--- config.mk ---
export PLATFORM = sky130hd
export DESIGN_NAME = scheduled_thermostat_controller_top_flat
export DESIGN_NICKNAME = d
export VERILOG_FILES = /design/src/rtl/stc_pkg.sv /design/src/rtl/stc_in_if.sv /design/src/rtl/stc_out_if.sv /design/src/rtl/stc_sequencer.sv /design/src/rtl/stc_datapath.sv /design/src/rtl/scheduled_thermostat_controller_top.sv /design/src/flat_wrapper.sv
export SDC_FILE = /design/constraint.sdc
export NUM_CORES = 1
export LEC_CHECK = 0
export BUFFER_PORTS_ARGS = -buffer_cell sky130_fd_sc_hd__buf_2
export CORE_MARGIN = 5
export CORE_UTILIZATION = 40
export CTS_CLUSTER_DIAMETER = 60
export CTS_CLUSTER_SIZE = 12
export DETAILED_ROUTE_END_ITERATION = 16
export HOLD_SLACK_MARGIN = 0.15
export PLACE_DENSITY = 0.63
export REMOVE_ABC_BUFFERS = 1
export SLEW_MARGIN = 20
export SYNTH_ARGS = -nofsm -noshare
export SYNTH_HDL_FRONTEND = slang
export SYNTH_SLANG_ARGS = --single-unit
export TNS_END_PERCENT = 1
--- constraint.sdc ---
create_clock -name clk -period 6 [get_ports clk]
set_clock_uncertainty 0.1 [all_clocks]
set_input_delay 1.5 -clock clk [delete_from_list [all_inputs] [get_ports clk]]
set_output_delay 1.5 -clock clk [all_outputs]
set_load 0.02 [all_outputs]
--- src/rtl/stc_pkg.sv ---
`default_nettype none

package stc_pkg;

  // Field widths of the command and result beats.
  localparam int CMD_W  = 2;
  localparam int MIN_W  = 11;
  localparam int TEMP_W = 16;

  // Width of the microprogram counter; the control store has 2**UPC_W words.
  localparam int UPC_W = 4;

  // 70.0 degrees in Q8.8, used when the schedule holds no entry.
  localparam logic signed [TEMP_W-1:0] DEFAULT_SETPOINT = 16'sh4600;

  typedef logic [UPC_W-1:0] upc_t;

  typedef enum logic [CMD_W-1:0] {
    CMD_CLEAR = 2'd0,
    CMD_ADD   = 2'd1,
    CMD_EVAL  = 2'd2
  } cmd_e;

  // One schedule entry as stored in the entry memory.
  typedef struct packed {
    logic        [MIN_W-1:0]  minute;
    logic signed [TEMP_W-1:0] target;
  } entry_t;

  typedef enum logic [2:0] {
    IDX_HOLD      = 3'd0,
    IDX_ZERO      = 3'd1,
    IDX_CNT       = 3'd2,
    IDX_INC       = 3'd3,
    IDX_SHIFT_DEC = 3'd4
  } idx_op_e;

  typedef enum logic {
    RD_IDX    = 1'b0,
    RD_IDX_M1 = 1'b1
  } rd_sel_e;

  typedef enum logic [1:0] {
    WR_NONE  = 2'd0,
    WR_SHIFT = 2'd1,
    WR_NEW   = 2'd2
  } wr_op_e;

  typedef enum logic [1:0] {
    CNT_HOLD  = 2'd0,
    CNT_CLEAR = 2'd1,
    CNT_INC   = 2'd2
  } cnt_op_e;

  typedef enum logic [3:0] {
    C_ACCEPT   = 4'd0,
    C_CLEAR    = 4'd1,
    C_ADD      = 4'd2,
    C_EVAL     = 4'd3,
    C_FULL     = 4'd4,
    C_EMPTY    = 4'd5,
    C_SCAN_END = 4'd6,
    C_SHIFT    = 4'd7,
    C_OUT_BUSY = 4'd8
  } cond_e;

  typedef enum logic [2:0] {
    J_NEXT   = 3'd0,
    J_GOTO   = 3'd1,
    J_IF     = 3'd2,
    J_UNLESS = 3'd3,
    J_HOLD   = 3'd4
  } jmp_e;

  // Datapath part of a control word.
  typedef struct packed {
    logic    accept;
    idx_op_e idx_op;
    rd_sel_e rd_sel;
    wr_op_e  wr_op;
    cnt_op_e cnt_op;
    logic    sp_take;
    logic    out_load;
  } dp_ctrl_t;

  // Whole control word: datapath controls plus the branch.
  typedef struct packed {
    dp_ctrl_t dp;
    jmp_e     jmp;
    cond_e    cond;
    upc_t     target;
  } uword_t;

  // Status flags the datapath offers to the sequencer's branch logic.
  typedef struct packed {
    logic accept;
    logic is_clear;
    logic is_add;
    logic is_eval;
    logic full;
    logic empty;
    logic scan_end;
    logic shift;
    logic out_busy;
  } flags_t;

endpackage

`default_nettype wire

--- src/rtl/stc_in_if.sv ---
`default_nettype none

interface stc_in_if;
  logic                                     valid;
  logic                                     ready;
  logic        [stc_pkg::CMD_W-1:0]         cmd;
  logic        [stc_pkg::MIN_W-1:0]         minute_of_day;
  logic signed [stc_pkg::TEMP_W-1:0]        temperature;

  modport source (output valid, cmd, minute_of_day, temperature, input ready);
  modport sink   (input valid, cmd, minute_of_day, temperature, output ready);
endinterface

`default_nettype wire

--- src/rtl/stc_out_if.sv ---
`default_nettype none

interface stc_out_if;
  logic                              valid;
  logic                              ready;
  logic                              heater_on;
  logic                              heater_changed;
  logic signed [stc_pkg::TEMP_W-1:0] setpoint_used;
  logic                              schedule_empty;

  modport source (output valid, heater_on, heater_changed, setpoint_used, schedule_empty,
                  input ready);
  modport sink   (input valid, heater_on, heater_changed, setpoint_used, schedule_empty,
                  output ready);
endinterface

`default_nettype wire

--- src/rtl/stc_sequencer.sv ---
`default_nettype none

module stc_sequencer (
  input  wire logic              clk,
  input  wire logic              rst_n,
  input  wire stc_pkg::flags_t   flags,
  output stc_pkg::dp_ctrl_t      ctrl
);

  // Microprogram addresses.
  localparam stc_pkg::upc_t S_WAIT     = stc_pkg::upc_t'(0);
  localparam stc_pkg::upc_t S_DISPATCH = stc_pkg::upc_t'(1);
  localparam stc_pkg::upc_t S_IS_ADD   = stc_pkg::upc_t'(2);
  localparam stc_pkg::upc_t S_IS_EVAL  = stc_pkg::upc_t'(3);
  localparam stc_pkg::upc_t S_EV_INIT  = stc_pkg::upc_t'(4);
  localparam stc_pkg::upc_t S_EV_SCAN  = stc_pkg::upc_t'(5);
  localparam stc_pkg::upc_t S_EV_OUT   = stc_pkg::upc_t'(6);
  localparam stc_pkg::upc_t S_CLEAR    = stc_pkg::upc_t'(7);
  localparam stc_pkg::upc_t S_AD_INIT  = stc_pkg::upc_t'(8);
  localparam stc_pkg::upc_t S_AD_SHIFT = stc_pkg::upc_t'(9);
  localparam stc_pkg::upc_t S_AD_PUT   = stc_pkg::upc_t'(10);

  // Control store. Unused words return to the wait step.
  function automatic stc_pkg::uword_t ucode(input stc_pkg::upc_t a);
    stc_pkg::uword_t w;
    w        = '0;
    w.jmp    = stc_pkg::J_GOTO;
    w.cond   = stc_pkg::C_ACCEPT;
    w.target = S_WAIT;
    case (a)
      S_WAIT: begin
        w.dp.accept = 1'b1;
        w.jmp       = stc_pkg::J_UNLESS;
        w.cond      = stc_pkg::C_ACCEPT;
        w.target    = S_WAIT;
      end
      S_DISPATCH: begin
        w.jmp    = stc_pkg::J_IF;
        w.cond   = stc_pkg::C_CLEAR;
        w.target = S_CLEAR;
      end
      S_IS_ADD: begin
        w.jmp    = stc_pkg::J_IF;
        w.cond   = stc_pkg::C_ADD;
        w.target = S_AD_INIT;
      end
      S_IS_EVAL: begin
        w.jmp    = stc_pkg::J_UNLESS;
        w.cond   = stc_pkg::C_EVAL;
        w.target = S_WAIT;
      end
      S_EV_INIT: begin
        w.dp.idx_op = stc_pkg::IDX_ZERO;
        w.dp.rd_sel = stc_pkg::RD_IDX;
        w.jmp       = stc_pkg::J_IF;
        w.cond      = stc_pkg::C_EMPTY;
        w.target    = S_EV_OUT;
      end
      S_EV_SCAN: begin
        w.dp.idx_op  = stc_pkg::IDX_INC;
        w.dp.rd_sel  = stc_pkg::RD_IDX;
        w.dp.sp_take = 1'b1;
        w.jmp        = stc_pkg::J_UNLESS;
        w.cond       = stc_pkg::C_SCAN_END;
        w.target     = S_EV_SCAN;
      end
      S_EV_OUT: begin
        w.dp.out_load = 1'b1;
        w.jmp         = stc_pkg::J_HOLD;
        w.cond        = stc_pkg::C_OUT_BUSY;
        w.target      = S_WAIT;
      end
      S_CLEAR: begin
        w.dp.cnt_op = stc_pkg::CNT_CLEAR;
        w.jmp       = stc_pkg::J_GOTO;
        w.target    = S_WAIT;
      end
      S_AD_INIT: begin
        w.dp.idx_op = stc_pkg::IDX_CNT;
        w.dp.rd_sel = stc_pkg::RD_IDX_M1;
        w.jmp       = stc_pkg::J_IF;
        w.cond      = stc_pkg::C_FULL;
        w.target    = S_WAIT;
      end
      S_AD_SHIFT: begin
        w.dp.idx_op = stc_pkg::IDX_SHIFT_DEC;
        w.dp.rd_sel = stc_pkg::RD_IDX_M1;
        w.dp.wr_op  = stc_pkg::WR_SHIFT;
        w.jmp       = stc_pkg::J_HOLD;
        w.cond      = stc_pkg::C_SHIFT;
        w.target    = S_AD_PUT;
      end
      S_AD_PUT: begin
        w.dp.wr_op  = stc_pkg::WR_NEW;
        w.dp.cnt_op = stc_pkg::CNT_INC;
        w.jmp       = stc_pkg::J_GOTO;
        w.target    = S_WAIT;
      end
      default: begin
        w.jmp    = stc_pkg::J_GOTO;
        w.target = S_WAIT;
      end
    endcase
    return w;
  endfunction

  stc_pkg::upc_t   upc_r;
  stc_pkg::upc_t   upc_nxt;
  stc_pkg::uword_t uw;
  logic            cond_hit;

  assign uw   = ucode(upc_r);
  assign ctrl = uw.dp;

  always_comb begin
    case (uw.cond)
      stc_pkg::C_ACCEPT:   cond_hit = flags.accept;
      stc_pkg::C_CLEAR:    cond_hit = flags.is_clear;
      stc_pkg::C_ADD:      cond_hit = flags.is_add;
      stc_pkg::C_EVAL:     cond_hit = flags.is_eval;
      stc_pkg::C_FULL:     cond_hit = flags.full;
      stc_pkg::C_EMPTY:    cond_hit = flags.empty;
      stc_pkg::C_SCAN_END: cond_hit = flags.scan_end;
      stc_pkg::C_SHIFT:    cond_hit = flags.shift;
      stc_pkg::C_OUT_BUSY: cond_hit = flags.out_busy;
      default:             cond_hit = 1'b0;
    endcase
  end

  always_comb begin
    case (uw.jmp)
      stc_pkg::J_NEXT:   upc_nxt = upc_r + stc_pkg::upc_t'(1);
      stc_pkg::J_GOTO:   upc_nxt = uw.target;
      stc_pkg::J_IF:     upc_nxt = cond_hit ? uw.target : upc_r + stc_pkg::upc_t'(1);
      stc_pkg::J_UNLESS: upc_nxt = cond_hit ? upc_r + stc_pkg::upc_t'(1) : uw.target;
      stc_pkg::J_HOLD:   upc_nxt = cond_hit ? upc_r : uw.target;
      default:           upc_nxt = S_WAIT;
    endcase
  end

  always_ff @(posedge clk) begin
    if (!rst_n) begin
      upc_r <= S_WAIT;
    end else begin
      upc_r <= upc_nxt;
    end
  end

  // An accepted command always moves on to decoding in the next cycle.
  a_accept_dispatch: assert property (@(posedge clk) disable iff (!rst_n)
    flags.accept |=> upc_r == S_DISPATCH)
    else $error("accepted command did not reach dispatch");

endmodule

`default_nettype wire

--- src/rtl/stc_datapath.sv ---
`default_nettype none

module stc_datapath #(
  parameter int MAX_ENTRIES = 32
) (
  input  wire logic              clk,
  input  wire logic              rst_n,
  stc_in_if.sink                 in_ch,
  stc_out_if.source              out_ch,
  input  wire stc_pkg::dp_ctrl_t ctrl,
  output stc_pkg::flags_t        flags
);

  localparam int IDX_W = (MAX_ENTRIES > 1) ? $clog2(MAX_ENTRIES) : 1;
  localparam int CNT_W = $clog2(MAX_ENTRIES + 1);

  // Entry memory: one write and one registered read per cycle.
  stc_pkg::entry_t mem [MAX_ENTRIES];
  stc_pkg::entry_t rd_r;

  logic        [stc_pkg::CMD_W-1:0]  cmd_r;
  logic        [stc_pkg::MIN_W-1:0]  min_r;
  logic signed [stc_pkg::TEMP_W-1:0] temp_r;
  logic signed [stc_pkg::TEMP_W-1:0] sp_r;
  logic        [IDX_W-1:0]           idx_r;
  logic        [IDX_W-1:0]           idx_nxt;
  logic        [IDX_W-1:0]           rd_addr;
  logic        [CNT_W-1:0]           cnt_r;
  logic        [CNT_W-1:0]           cnt_nxt;
  logic        [CNT_W:0]             idx_inc;

  logic last_valid_r, last_valid_nxt;
  logic last_on_r;
  logic out_valid_r, out_valid_nxt;
  logic heater_on_r, heater_changed_r, empty_r;
  logic signed [stc_pkg::TEMP_W-1:0] setpoint_r;

  logic fire, out_free, ld, gt, take, shift, empty, on, changed;
  logic wr_en;
  logic signed [stc_pkg::TEMP_W-1:0] sp_sel;
  stc_pkg::entry_t wr_data;

  assign fire     = ctrl.accept && in_ch.valid;
  assign out_free = !out_valid_r || out_ch.ready;
  assign ld       = ctrl.out_load && out_free;

  assign gt      = rd_r.minute > min_r;
  assign take    = (idx_r == '0) || !gt;
  assign shift   = (idx_r != '0) && gt;
  assign idx_inc = (CNT_W + 1)'(idx_r) + (CNT_W + 1)'(1);
  assign empty   = cnt_r == '0;

  assign sp_sel  = empty ? stc_pkg::DEFAULT_SETPOINT : sp_r;
  assign on      = temp_r < sp_sel;
  assign changed = !last_valid_r || (last_on_r != on);

  assign flags.accept   = fire;
  assign flags.is_clear = cmd_r == stc_pkg::CMD_CLEAR;
  assign flags.is_add   = cmd_r == stc_pkg::CMD_ADD;
  assign flags.is_eval  = cmd_r == stc_pkg::CMD_EVAL;
  assign flags.full     = cnt_r == CNT_W'(MAX_ENTRIES);
  assign flags.empty    = empty;
  assign flags.scan_end = gt || (idx_inc == (CNT_W + 1)'(cnt_r));
  assign flags.shift    = shift;
  assign flags.out_busy = !out_free;

  always_comb begin
    case (ctrl.idx_op)
      stc_pkg::IDX_ZERO:      idx_nxt = '0;
      stc_pkg::IDX_CNT:       idx_nxt = IDX_W'(cnt_r);
      stc_pkg::IDX_INC:       idx_nxt = idx_r + IDX_W'(1);
      stc_pkg::IDX_SHIFT_DEC: idx_nxt = shift ? idx_r - IDX_W'(1) : idx_r;
      default:                idx_nxt = idx_r;
    endcase
  end

  // The read address follows the next index so that the entry it names is
  // already registered when the step that uses it runs.
  assign rd_addr = (ctrl.rd_sel == stc_pkg::RD_IDX_M1) ? idx_nxt - IDX_W'(1) : idx_nxt;

  always_comb begin
    case (ctrl.wr_op)
      stc_pkg::WR_SHIFT: begin
        wr_en   = shift;
        wr_data = rd_r;
      end
      stc_pkg::WR_NEW: begin
        wr_en          = 1'b1;
        wr_data.minute = min_r;
        wr_data.target = temp_r;
      end
      default: begin
        wr_en   = 1'b0;
        wr_data = rd_r;
      end
    endcase
  end

  always_comb begin
    case (ctrl.cnt_op)
      stc_pkg::CNT_CLEAR: cnt_nxt = '0;
      stc_pkg::CNT_INC:   cnt_nxt = cnt_r + CNT_W'(1);
      default:            cnt_nxt = cnt_r;
    endcase
  end

  always_comb begin
    last_valid_nxt = last_valid_r || ld;
    if (ld) begin
      out_valid_nxt = 1'b1;
    end else if (out_ch.ready) begin
      out_valid_nxt = 1'b0;
    end else begin
      out_valid_nxt = out_valid_r;
    end
  end

  always_ff @(posedge clk) begin
    if (wr_en) begin
      mem[idx_r] <= wr_data;
    end
    rd_r <= mem[rd_addr];
  end

  always_ff @(posedge clk) begin
    if (!rst_n) begin
      cnt_r        <= '0;
      last_valid_r <= 1'b0;
      out_valid_r  <= 1'b0;
    end else begin
      cnt_r        <= cnt_nxt;
      last_valid_r <= last_valid_nxt;
      out_valid_r  <= out_valid_nxt;
    end
  end

  always_ff @(posedge clk) begin
    if (fire) begin
      cmd_r  <= in_ch.cmd;
      min_r  <= in_ch.minute_of_day;
      temp_r <= in_ch.temperature;
    end
    idx_r <= idx_nxt;
    if (ctrl.sp_take && take) begin
      sp_r <= rd_r.target;
    end
    if (ld) begin
      last_on_r        <= on;
      heater_on_r      <= on;
      heater_changed_r <= changed;
      setpoint_r       <= sp_sel;
      empty_r          <= empty;
    end
  end

  assign in_ch.ready           = ctrl.accept;
  assign out_ch.valid          = out_valid_r;
  assign out_ch.heater_on      = heater_on_r;
  assign out_ch.heater_changed = heater_changed_r;
  assign out_ch.setpoint_used  = setpoint_r;
  assign out_ch.schedule_empty = empty_r;

  a_cnt_bound: assert property (@(posedge clk) disable iff (!rst_n)
    cnt_r <= CNT_W'(MAX_ENTRIES))
    else $error("entry count above capacity");

  a_load_eval: assert property (@(posedge clk) disable iff (!rst_n)
    ld |-> cmd_r == stc_pkg::CMD_EVAL)
    else $error("result produced for a command other than evaluate");

  a_first_change: assert property (@(posedge clk) disable iff (!rst_n)
    ld && !last_valid_r |=> out_ch.heater_changed)
    else $error("first evaluation not flagged as a change");

endmodule

`default_nettype wire

--- src/rtl/scheduled_thermostat_controller_top.sv ---
`default_nettype none

// Channel  Dir  Beat contents                                  Handshake
// in_ch    in   cmd, minute_of_day, temperature                valid/ready
// out_ch   out  heater_on, heater_changed, setpoint_used,      valid/ready
//               schedule_empty
//
// One command is in work at a time. A clear empties the schedule; an unused code and an add
// to a full schedule are dropped; any other add moves each entry later than its minute up
// one place and then writes the new entry; an evaluate reads entries in order until the
// scan stops, none when empty. The entry memory's one read port reads one entry per cycle.
// Synchronous reset empties the schedule and forgets the last decision; no clearing pass.
// A result beat waits in the output register; only a later evaluate stalls on it.

module scheduled_thermostat_controller_top #(
  parameter int MAX_ENTRIES = 32
) (
  input  wire logic clk,
  input  wire logic rst_n,
  stc_in_if.sink    in_ch,
  stc_out_if.source out_ch
);

  stc_pkg::dp_ctrl_t ctrl;
  stc_pkg::flags_t   flags;

  // Sequencer: step counter plus the control store that drives the datapath.
  stc_sequencer u_seq (
    .clk   (clk),
    .rst_n (rst_n),
    .flags (flags),
    .ctrl  (ctrl)
  );

  // Datapath: entry memory, index and count registers, compare and result register.
  stc_datapath #(
    .MAX_ENTRIES (MAX_ENTRIES)
  ) u_dp (
    .clk    (clk),
    .rst_n  (rst_n),
    .in_ch  (in_ch),
    .out_ch (out_ch),
    .ctrl   (ctrl),
    .flags  (flags)
  );

  // A command beat is never followed by another in the very next cycle.
  a_one_at_a_time: assert property (@(posedge clk) disable iff (!rst_n)
    in_ch.valid && in_ch.ready |=> !in_ch.ready)
    else $error("input accepted in back-to-back cycles");

endmodule

`default_nettype wire
--- src/flat_wrapper.sv ---
// flat-port wrapper written by rule: the top's interface ports become plain ports
module scheduled_thermostat_controller_top_flat 
#(
  parameter int MAX_ENTRIES = 32
)
  (clk, rst_n, in_ch_valid, in_ch_cmd, in_ch_minute_of_day, in_ch_temperature, in_ch_ready, out_ch_valid, out_ch_heater_on, out_ch_heater_changed, out_ch_setpoint_used, out_ch_schedule_empty, out_ch_ready);
  stc_in_if in_ch_i ();
  stc_out_if out_ch_i ();
  input  wire logic clk;
  input  wire logic rst_n;
  input wire logic [$bits(in_ch_i.valid)-1:0] in_ch_valid;
  input wire logic [$bits(in_ch_i.cmd)-1:0] in_ch_cmd;
  input wire logic [$bits(in_ch_i.minute_of_day)-1:0] in_ch_minute_of_day;
  input wire logic [$bits(in_ch_i.temperature)-1:0] in_ch_temperature;
  output wire logic [$bits(in_ch_i.ready)-1:0] in_ch_ready;
  output wire logic [$bits(out_ch_i.valid)-1:0] out_ch_valid;
  output wire logic [$bits(out_ch_i.heater_on)-1:0] out_ch_heater_on;
  output wire logic [$bits(out_ch_i.heater_changed)-1:0] out_ch_heater_changed;
  output wire logic [$bits(out_ch_i.setpoint_used)-1:0] out_ch_setpoint_used;
  output wire logic [$bits(out_ch_i.schedule_empty)-1:0] out_ch_schedule_empty;
  input wire logic [$bits(out_ch_i.ready)-1:0] out_ch_ready;
  assign in_ch_i.valid = in_ch_valid;
  assign in_ch_i.cmd = in_ch_cmd;
  assign in_ch_i.minute_of_day = in_ch_minute_of_day;
  assign in_ch_i.temperature = in_ch_temperature;
  assign in_ch_ready = in_ch_i.ready;
  assign out_ch_valid = out_ch_i.valid;
  assign out_ch_heater_on = out_ch_i.heater_on;
  assign out_ch_heater_changed = out_ch_i.heater_changed;
  assign out_ch_setpoint_used = out_ch_i.setpoint_used;
  assign out_ch_schedule_empty = out_ch_i.schedule_empty;
  assign out_ch_i.ready = out_ch_ready;
  scheduled_thermostat_controller_top #(.MAX_ENTRIES(MAX_ENTRIES)) u_core (.clk(clk), .rst_n(rst_n), .in_ch(in_ch_i), .out_ch(out_ch_i));
endmodule
# Yosys cells after proc, flatten, opt, wreduce, memory -nomap -nowiden

Memories as Yosys holds them, arrays and structs flattened. A register that Yosys moved wholly into a read port is not among the register bits.
Cells that the tools add are included.

Bits in registers: 81
Bits in latches: 0
Memory bits (writable): 864
ROM bits: 0
Bits of input ports: 33
Output and inout port bits: 21
Logic and storage cells: 108
Memories: 1

$add $sub $neg: 6
Multipliers: 0
Divide/modulo/power cells: 0
$lt $le $gt $ge: 2
Eq/ne operators: 36
Shift-type cells: 0
Multiplexer cells: 25
Bitwise logic cells: 0
Reduce and logical (&&, ||, !) cells: 25

Memories:

| name            | words | width | rd ports | clocked after memory_dff | wr ports | RTL line           | RTL |
|---|---|---|---|---|---|---|---|
| u_core.u_dp.mem | 32    | 27    | 1        | 1                        | 1        | stc_datapath.sv:18 | `stc_pkg::entry_t mem [MAX_ENTRIES];` |

Operators by type and width:

| cell                                             | number |
|---|---|
| case mux 4 bit (5 select lines)                  | 2 |
| == test 4 x 3 -> 1 bit, second input constant    | 8 |
| case mux 4 bit (8 select lines)                  | 1 |
| two-way mux 27 bit                               | 1 |
| case mux 5 bit (4 select lines)                  | 1 |
| == test 4 x 2 -> 1 bit, second input constant    | 4 |
| == test 4 bit, second input constant             | 4 |
| < comparator 16 bit                              | 1 |
| two-way mux 16 bit                               | 1 |
| case mux 4 bit (4 select lines)                  | 1 |
| == test 3 x 2 -> 1 bit, second input constant    | 4 |
| two-way mux 4 bit                                | 3 |
| case mux 6 bit (2 select lines)                  | 1 |
| greater-than comparator 11 bit                   | 1 |
| two-way mux 5 bit                                | 2 |
| subtractor 5 x 1 -> 5 bit, second input constant | 2 |
| case mux 1 bit (9 select lines)                  | 1 |
| case mux 3 bit (3 select lines)                  | 1 |
| == test 4 x 1 -> 1 bit, second input constant    | 2 |
| zero test 4 bit                                  | 2 |
| case mux 2 bit (2 select lines)                  | 2 |
| two-way mux 1 bit                                | 7 |
| adder 5 x 1 -> 6 bit, second input constant      | 1 |
| adder 6 x 1 -> 6 bit, second input constant      | 1 |
| 23 further kinds                                 | 40 |

# Longest topological paths before layout

Gate-level depths: netlist of the first run.

Depth after elaboration: 6
Mapped depth: 18

# By module

From an unflattened synthesis of the first run, not the netlist that was laid out.

Cell total of the unflattened synthesis: 2568
Area total of the unflattened synthesis: 39150.0 sq um

By module, submodules not included:

| module        | times used | cells each | area each (sq um) |
|---|---|---|---|
| stc_datapath  | 1          | 2448       | 38298.0 |
| stc_sequencer | 1          | 120        | 852.1 |

# Worst setup path after synthesis of the first run

OpenSTA, ideal clock, no wires.

Path kind: reg-to-reg
Start point: reg u_core.u_seq.upc_r[0]
End point: reg, netlist name u_core.u_dp.rd_r[10]
Library setup time: 134 ps
Data arrival time: 3955 ps
Required time: 5766 ps
Slack: 1811 ps
Cell stages (with the launch flop): 17
Clock period less this slack: 4189 ps
Cell sequence: dfxtp_1 inv_1 ha_1 clkbuf_1 a21oi_1 o221ai_1 nor3_1 a21oi_1 a221oi_4 ha_1 nand2_1 xnor2_1 buf_2 clkbuf_1 mux4_2 a22o_1 or4_1

Longest elaborated chain between the ends: 6
Elaborated cells between the ends (all ways): 12
Classes of those cells: add/sub: 1; eq/ne: 8; mux: 3

Ends and longest elaborated chain:

| what                                                    | RTL line             | RTL |
|---|---|---|
| from (decl)                                             | stc_sequencer.sv:107 | `stc_pkg::upc_t upc_r;` |
| from (signal assigned)                                  | stc_sequencer.sv:145 | `upc_r <= upc_nxt;` |
| == test 4 bit or == test 4 x 3 -> 1 bit (tied branches) | stc_sequencer.sv:30  | `case (a)` |
| case mux 4 bit (4 select lines) (*)                     | stc_sequencer.sv:30  |  |
| == test 3 bit (tied with other cells)                   | stc_datapath.sv:68   | `case (ctrl.idx_op)` |
| case mux 5 bit (4 select lines)                         | stc_datapath.sv:68   |  |
| subtractor 5 x 1 -> 5 bit                               | stc_datapath.sv:79   | `assign rd_addr = (ctrl.rd_sel == stc_pkg::RD_IDX_M1) ? idx_nxt - IDX_W'(1) : idx_nxt;` |
| two-way mux 5 bit (*)                                   | stc_datapath.sv:79   |  |

Every way passes the cells marked *; elsewhere a longest branch is shown, timed or not.
A chain may end at the register's enable or synchronous reset.

# Worst setup path in the final report of the first run

Start point: reg u_core.u_seq.upc_r[0]
End point: reg, netlist name u_core.u_dp.rd_r[25]

Longest elaborated chain between the ends: 6
Elaborated cells between the ends (all ways): 12
Classes of those cells: add/sub: 1; eq/ne: 8; mux: 3

Ends and longest elaborated chain:

| what                                                    | RTL line |
|---|---|
| == test 4 bit or == test 4 x 3 -> 1 bit (tied branches) | stc_sequencer.sv:30 |
| case mux 4 bit (4 select lines) (*)                     | stc_sequencer.sv:30 |
| == test 3 bit (tied with other cells)                   | stc_datapath.sv:68 |
| case mux 5 bit (4 select lines)                         | stc_datapath.sv:68 |
| subtractor 5 x 1 -> 5 bit                               | stc_datapath.sv:79 |
| two-way mux 5 bit (*)                                   | stc_datapath.sv:79 |

Marks and branches as above.

==> out/results.ini, run 1 <==
[run_status]
outcome=complete, no violations

[placed_design]
gp_congestion=0.858
dp_slack_ns=0.814
placedCellCount=3250
hpwl_mm=50.7
port_buffers=53

[timing]
worst_slack_ns=0.762
post-route-period-util=0.873
maxSlewViolCount=0
rsz0062_at_grt=false
fin_crit_ns=5.24
max_freq_mhz=191
setup_viol=0
worst_slew_pin_slew_ns=1.10
final_hold_viol_count=0
relSlewSlack=0.267

[logic_synthesis]
yosys-top-cells-area=edfxtp_1 72%, mux4_2 7.9%, mux2i_1 5.7%
synth_cell_types=75
yosys.area.top_type=edfxtp_1
yosysSeqAreaShare=0.747
yosysTopAreaCellShare=0.725
syn_inst=1984
synth-seq-cells=972
syn-cell-area_mm2=0.0385
yosysWarnings=0
synth.avg_cell_area_um2=19.4
ys_async_sr_fraction=0
synth_edf_count=928
ys.flop_type=edfxtp_1

[critical_path]
required_ns=6.41
cpMaxStageDelayCell=or2_4
critPathBufInv=1
r2r_slack_ns=0.76
crit_chain=ha_1, nand3b_1, nor2_1, nor2_1, a211oi_1, a211oi_2, a31oi_1, or2_4, buf_4, mux4_2, nor2_1, or4_1
crit_type=reg2reg
crit_fanout=36
arrival_ns=5.65
max_stage_delay_ns=0.68
cp-start-kind=register
path_delay_family=simple AND/OR/NAND/NOR gates
r2r-end=u_core.u_dp.rd_r[25]
cpMostUsedCell=nor2_1
rr_worst_depth=12
worstSetupEndpointType=register
rr_startpoint=u_core.u_seq.upc_r[0]

[detailed_routing]
drc_errors=0
ant_nets=0
routedWlPerCell_um=24.3
first_pass_iters=5
drt-vias-per-instance=5.52
initialDrtViolationCount=1568
num_vias=18800
routed_wl_mm=82.6

[clock_network]
cts_made_buffers=92
cts_hold_buffers=0
clock-sinks=972
clk_latency_ns=0.65
cts_tree=yes
clkSlewWorstSetupHoldPaths_ns=0.06
cts_root_buffer=clkbuf_16
clk_path_buf_depth=3
cts_resized=0
htree_levels=3
post_cts_buffers=0

[pwr]
powerDensity_mw_per_mm2=491
p_total_uw=21200
leakagePower_uw=0.0147
vdd_drop_max_mv=0.411

[global_route]
grt_usage=0.159
grt_pass1_vias=19300
overflow=0
grt_pass1_wl_mm=125
grt_max_degree=74
antenna_found_initial=4

[finish]
layout_commonest_cell=edfxtp_1
most-common-layout-cells=928 x edfxtp_1, 220 x mux2i_1, 135 x mux4_2
nets=2153
num-fill-cells=7936
multi_input_area_mm2=0.00926
final_cells=3402
fin_util=0.454
layout-drive-gt1-share=0.198
area_growth_pct=12.4
regArea_mm2=0.0287

[worst_hold_path]
min_path_cells=0
hold_path_class=reg2reg
worstHoldStart=u_core.u_dp.rd_r[13]
whs_endpoint=u_core.u_dp.sp_r[13]

[die]
start_util=0.404
fp-row-count=113
die_w_um=320
io_pins=54
die_area_mm2=0.102
core_area_mm2=0.0952
die_height_um=320

[job]
drv_cap=0

==> registers in the layout, summed over array words and instances (netlist names) <==
register,flops
u_core.u_dp.cmd_r,2
u_core.u_dp.mem,864
u_core.u_dp.cnt_r,6
u_core.u_dp.out_ch.setpoint_used,16
u_core.u_dp.out_ch.valid,1
u_core.u_dp.out_ch.heater_on,1
u_core.u_dp.out_ch.schedule_empty,1
u_core.u_seq.upc_r,4
u_core.u_dp.min_r,11
u_core.u_dp.rd_r,27
u_core.u_dp.out_ch.heater_changed,1
u_core.u_dp.last_valid_r,1
u_core.u_dp.sp_r,16
u_core.u_dp.idx_r,5
u_core.u_dp.temp_r,16
==> worst reg2reg max path: cells and delay by family (launching register included) <==
family	cells	cell delay (ns)
simple gates	6	2.20
compound gates	3	1.09
fa+ha+maj	1	0.50
buf+inv	1	0.46
flops	1	0.44
mux	1	0.31
==> kinds of logic after synthesis <==
kind of cell | after synthesis | synth area share
flops | 972 | 0.747
simple gates | 239 | 0.0323
fa+ha+maj | 40 | 0.0130
buf+inv | 139 | 0.0197
xor+xnor | 22 | 0.00520
mux | 381 | 0.144
compound gates | 191 | 0.0385
==> cells in the mapped netlist (all sizes together), types with 13 or more instances <==
library cell	n
edfxtp	928
mux2i	220
mux4	135
nor2	88
buf	62
dfxtp	44
inv	42
ha	40
nand2	37
clkbuf	34
o22ai	33
or4	29
o221ai	28
a22o	27
a22oi	27
mux2	26
nand3	16
nor3	14
o21ai	14
nor2b	13
==> metal layers <==
metal  routed length, um  global-route usage
met5                  13                   0
met4                1520              0.0400
met3                4740              0.0248
met2               39500               0.259
met1               36800               0.227
==> per-stage QoR <==
step                      setup TNS, ns  instance area [um2]  hold slack, ns
final                                 0                43200           0.329
after global routing                  0                43200           0.347
after CTS                             0                43200           0.329
after detailed placement              0                40500           0.317
after global placement                0                40500           0.324
after floorplan                 -284.61                37900           0.304
==> where the power goes <==
part           internal, uW  switching [uW]  leakage [uW]  total [uW]
Combinational          2720            4250       0.00458        6980
Clock                  3050            2390       0.00131        5440
Sequential             8590             202       0.00877        8790
Total                 14400            6840        0.0147       21200
==> layout make-up <==
cell class | instances | area share
sequential | 972 | 0.665
timing repair buffer | 98 | 0.0166
clock inverter | 12 | 0.00547
multi-input combinational | 873 | 0.214
inverter | 43 | 0.00379
antenna | 2 | 0.000116
tap | 1265 | 0.0366
clock buffer | 137 | 0.0579
==> how the worst max path moves through the flow <==
stage                          startpoint              endpoint  cells past startpoint
floorplan           u_core.u_seq.upc_r[0]   u_core.u_dp.rd_r[0]                     12
detailed placement  u_core.u_seq.upc_r[0]  u_core.u_dp.rd_r[25]                     12
global route        u_core.u_seq.upc_r[1]  u_core.u_dp.rd_r[26]                     13
CTS                 u_core.u_seq.upc_r[0]  u_core.u_dp.rd_r[25]                     12
finish              u_core.u_seq.upc_r[0]  u_core.u_dp.rd_r[25]                     12
global placement    u_core.u_seq.upc_r[0]  u_core.u_dp.rd_r[26]                     12
Note: power is estimated with default switching activity, not from simulation.
==> run 2, diff against run 1 <==
Settings changed: PLACE_DENSITY 0.63 to 0.6.
==> run 2 against run 1 <==
  * Routed wire length up 12%
  * Sequential cell count stayed put
  * Cell count increased by 0.65%
==> out/results.ini, run 2 (synthesis gave the netlist of run 1 again) <==
[detailed_routing]
wl_met3_mm=6.18  ; +30%
num_vias=19300  ; +2.6%
initialDrtViolationCount=1762  ; +12%
routed_wl_mm=92.8  ; +12%
drt-vias-per-instance=5.63  ; +1.9%
drc_errors=0  ; unchanged
wl_met2_mm=44.6  ; +13%
top_layer=met4
first_pass_iters=5  ; unchanged
wl_met1_mm=40.1  ; +9.1%
routedWlPerCell_um=27.1  ; +12%
ant_nets=0  ; unchanged

[die]
io_pins=54  ; unchanged
start_util=0.404  ; unchanged
die_area_mm2=0.102  ; unchanged
fp-row-count=113  ; unchanged
core_area_mm2=0.0952  ; unchanged
die_height_um=320  ; unchanged
die_w_um=320  ; unchanged

[clock_network]
clk_latency_ns=0.67  ; +0.02 ns
post_cts_buffers=0  ; unchanged
cts_hold_buffers=0  ; unchanged
clkSlewWorstSetupHoldPaths_ns=0.06  ; about the same
cts_resized=0  ; unchanged
htree_levels=3  ; unchanged
cts_made_buffers=92  ; unchanged
cts_root_buffer=clkbuf_16
cts_tree=yes
clk_path_buf_depth=3  ; unchanged
clock-sinks=972  ; unchanged

[critical_path]
arrival_ns=5.55  ; -0.10 ns
worstSetupEndpointType=register
crit_fanout=110  ; +210%
crit_type=reg2reg
required_ns=6.41  ; about the same
cp-start-kind=register

[timing]
post-route-period-util=0.857  ; -0.0162
max_freq_mhz=195  ; +1.9%
tns_ns=0  ; unchanged
setup_viol=0  ; unchanged
rsz0062_at_grt=false
relSlewSlack=0.419  ; +0.153
fin_crit_ns=5.14  ; -0.0974 ns
worst_slew_pin_slew_ns=0.869  ; -0.229 ns
final_hold_viol_count=0  ; unchanged
maxSlewViolCount=0  ; unchanged

[pwr]
leakagePower_uw=0.0147  ; +0.20%
p_int_uw=14200  ; -0.98%
clockPowerShare=0.253  ; -0.003
switching_power_uw=6730  ; -1.7%
vdd_drop_max_mv=0.420  ; +2.0%
pwr-share-comb=0.325  ; -0.004
seq_power_share=0.421  ; +0.006
powerDensity_mw_per_mm2=485  ; -1.2%
switching_share=0.321  ; -0.00162

[finish]
nets=2165  ; +0.56%
reg_top3=u_core.u_dp.mem x864, u_core.u_dp.rd_r x27
most-common-layout-cells=928 x edfxtp_1, 220 x mux2i_1, 135 x mux4_2
largest_register_ff_count=864  ; unchanged
final_cells=3424  ; +0.65%
layout-drive-gt1-share=0.200  ; +0.00215
layout_commonest_cell=edfxtp_1
top_register=u_core.u_dp.mem
area_growth_pct=12.4  ; about the same

[global_route]
grt_pass1_vias=19700  ; +2.1%
overflow=0  ; unchanged
grt_max_degree=111  ; +50%
grt_pass1_wl_mm=136  ; +8.6%
antenna_found_initial=4  ; unchanged
grt_usage=0.179  ; +0.0201

[placed_design]
placedCellCount=3263  ; +0.40%
hpwl_mm=51.6  ; +1.7%
gp_congestion=0.871  ; +1.4%
port_buffers=53  ; unchanged

[job]
drv_cap=0  ; unchanged

[worst_hold_path]
hold_path_class=reg2reg

[run_status]
outcome=complete, no violations

[run 2: changes by cell type in the layout (fill, tap and decap cells not counted), moves of 2 or more]
cell	previous run	this run
clkinv_8	3	1
bufinv_16	4	0
clkbuf_1	43	55
buf_4	35	48
inv_6	1	6
[run 2: final timing paths]
kind                          from                   end  slack (ns)  depth (start not counted)
min reg2reg    u_core.u_dp.rd_r[9]   u_core.u_dp.sp_r[9]        0.35                          0
max          u_core.u_seq.upc_r[1]  u_core.u_dp.rd_r[11]        0.86                         15
min            u_core.u_dp.rd_r[9]   u_core.u_dp.sp_r[9]        0.35                          0
max reg2reg  u_core.u_seq.upc_r[1]  u_core.u_dp.rd_r[11]        0.86                         15
[run 2: layer usage]
metal / vias up / GRT usage
li1: 8306 / -
met1: 10200 / 0.255
met2: 653 / 0.291
met3: 121 / 0.0289
met4: 0 / 0.0484
met5: - / 0
[run 2: area by class of cell]
type / count / area [um2]
Clock buffer: 150 / 2570
Fill cell: 7940 / 51900
Sequential cell: 972 / 28700
Clock inverter: 9 / 81.3
Antenna cell: 2 / 5.00
Inverter: 43 / 164
Timing Repair Buffer: 110 / 806
Multi-Input combinational cell: 873 / 9260
Tap cell: 1265 / 1580
[run 2: worst max-delay path: stages, from the launching register on]
cell and delay [ns]:
dfxtp_1 0.36, inv_1 0.10, ha_1 0.48, nand3b_1 0.33, nor2_1 0.40, nor2_1 0.10
a211oi_1 0.51, a211oi_2 0.13, ha_1 0.22, nand2_1 0.16, xnor2_2 0.18, buf_12 0.56
mux4_2 0.40, a22oi_1 0.29, o221ai_1 0.16, or4_1 0.40
[run 2: power groups by stage]
stage / logic (uW) / registers (uW) / clock network (uW)
global placement: 6640 / 8960 / 0
global route: 7350 / 8840 / 5690
finish: 6810 / 8830 / 5310
detailed placement: 6830 / 8960 / 0
floorplan: 5350 / 8820 / 0
CTS: 6840 / 8820 / 5420
[run 2: per-stage QoR]
stage	util	cell area [um2]	total power [uW]	setup slack, ns	hold slack [ns]
floorplan	-	37900	14200	-10.54	0.304
global placement	0.426	40600	15600	1.08	0.327
detailed placement	0.426	40600	15800	0.962	0.335
CTS	0.454	43200	21100	0.916	0.346
global route	0.454	43200	21900	0.518	0.370
finish	0.454	43200	21000	0.859	0.348
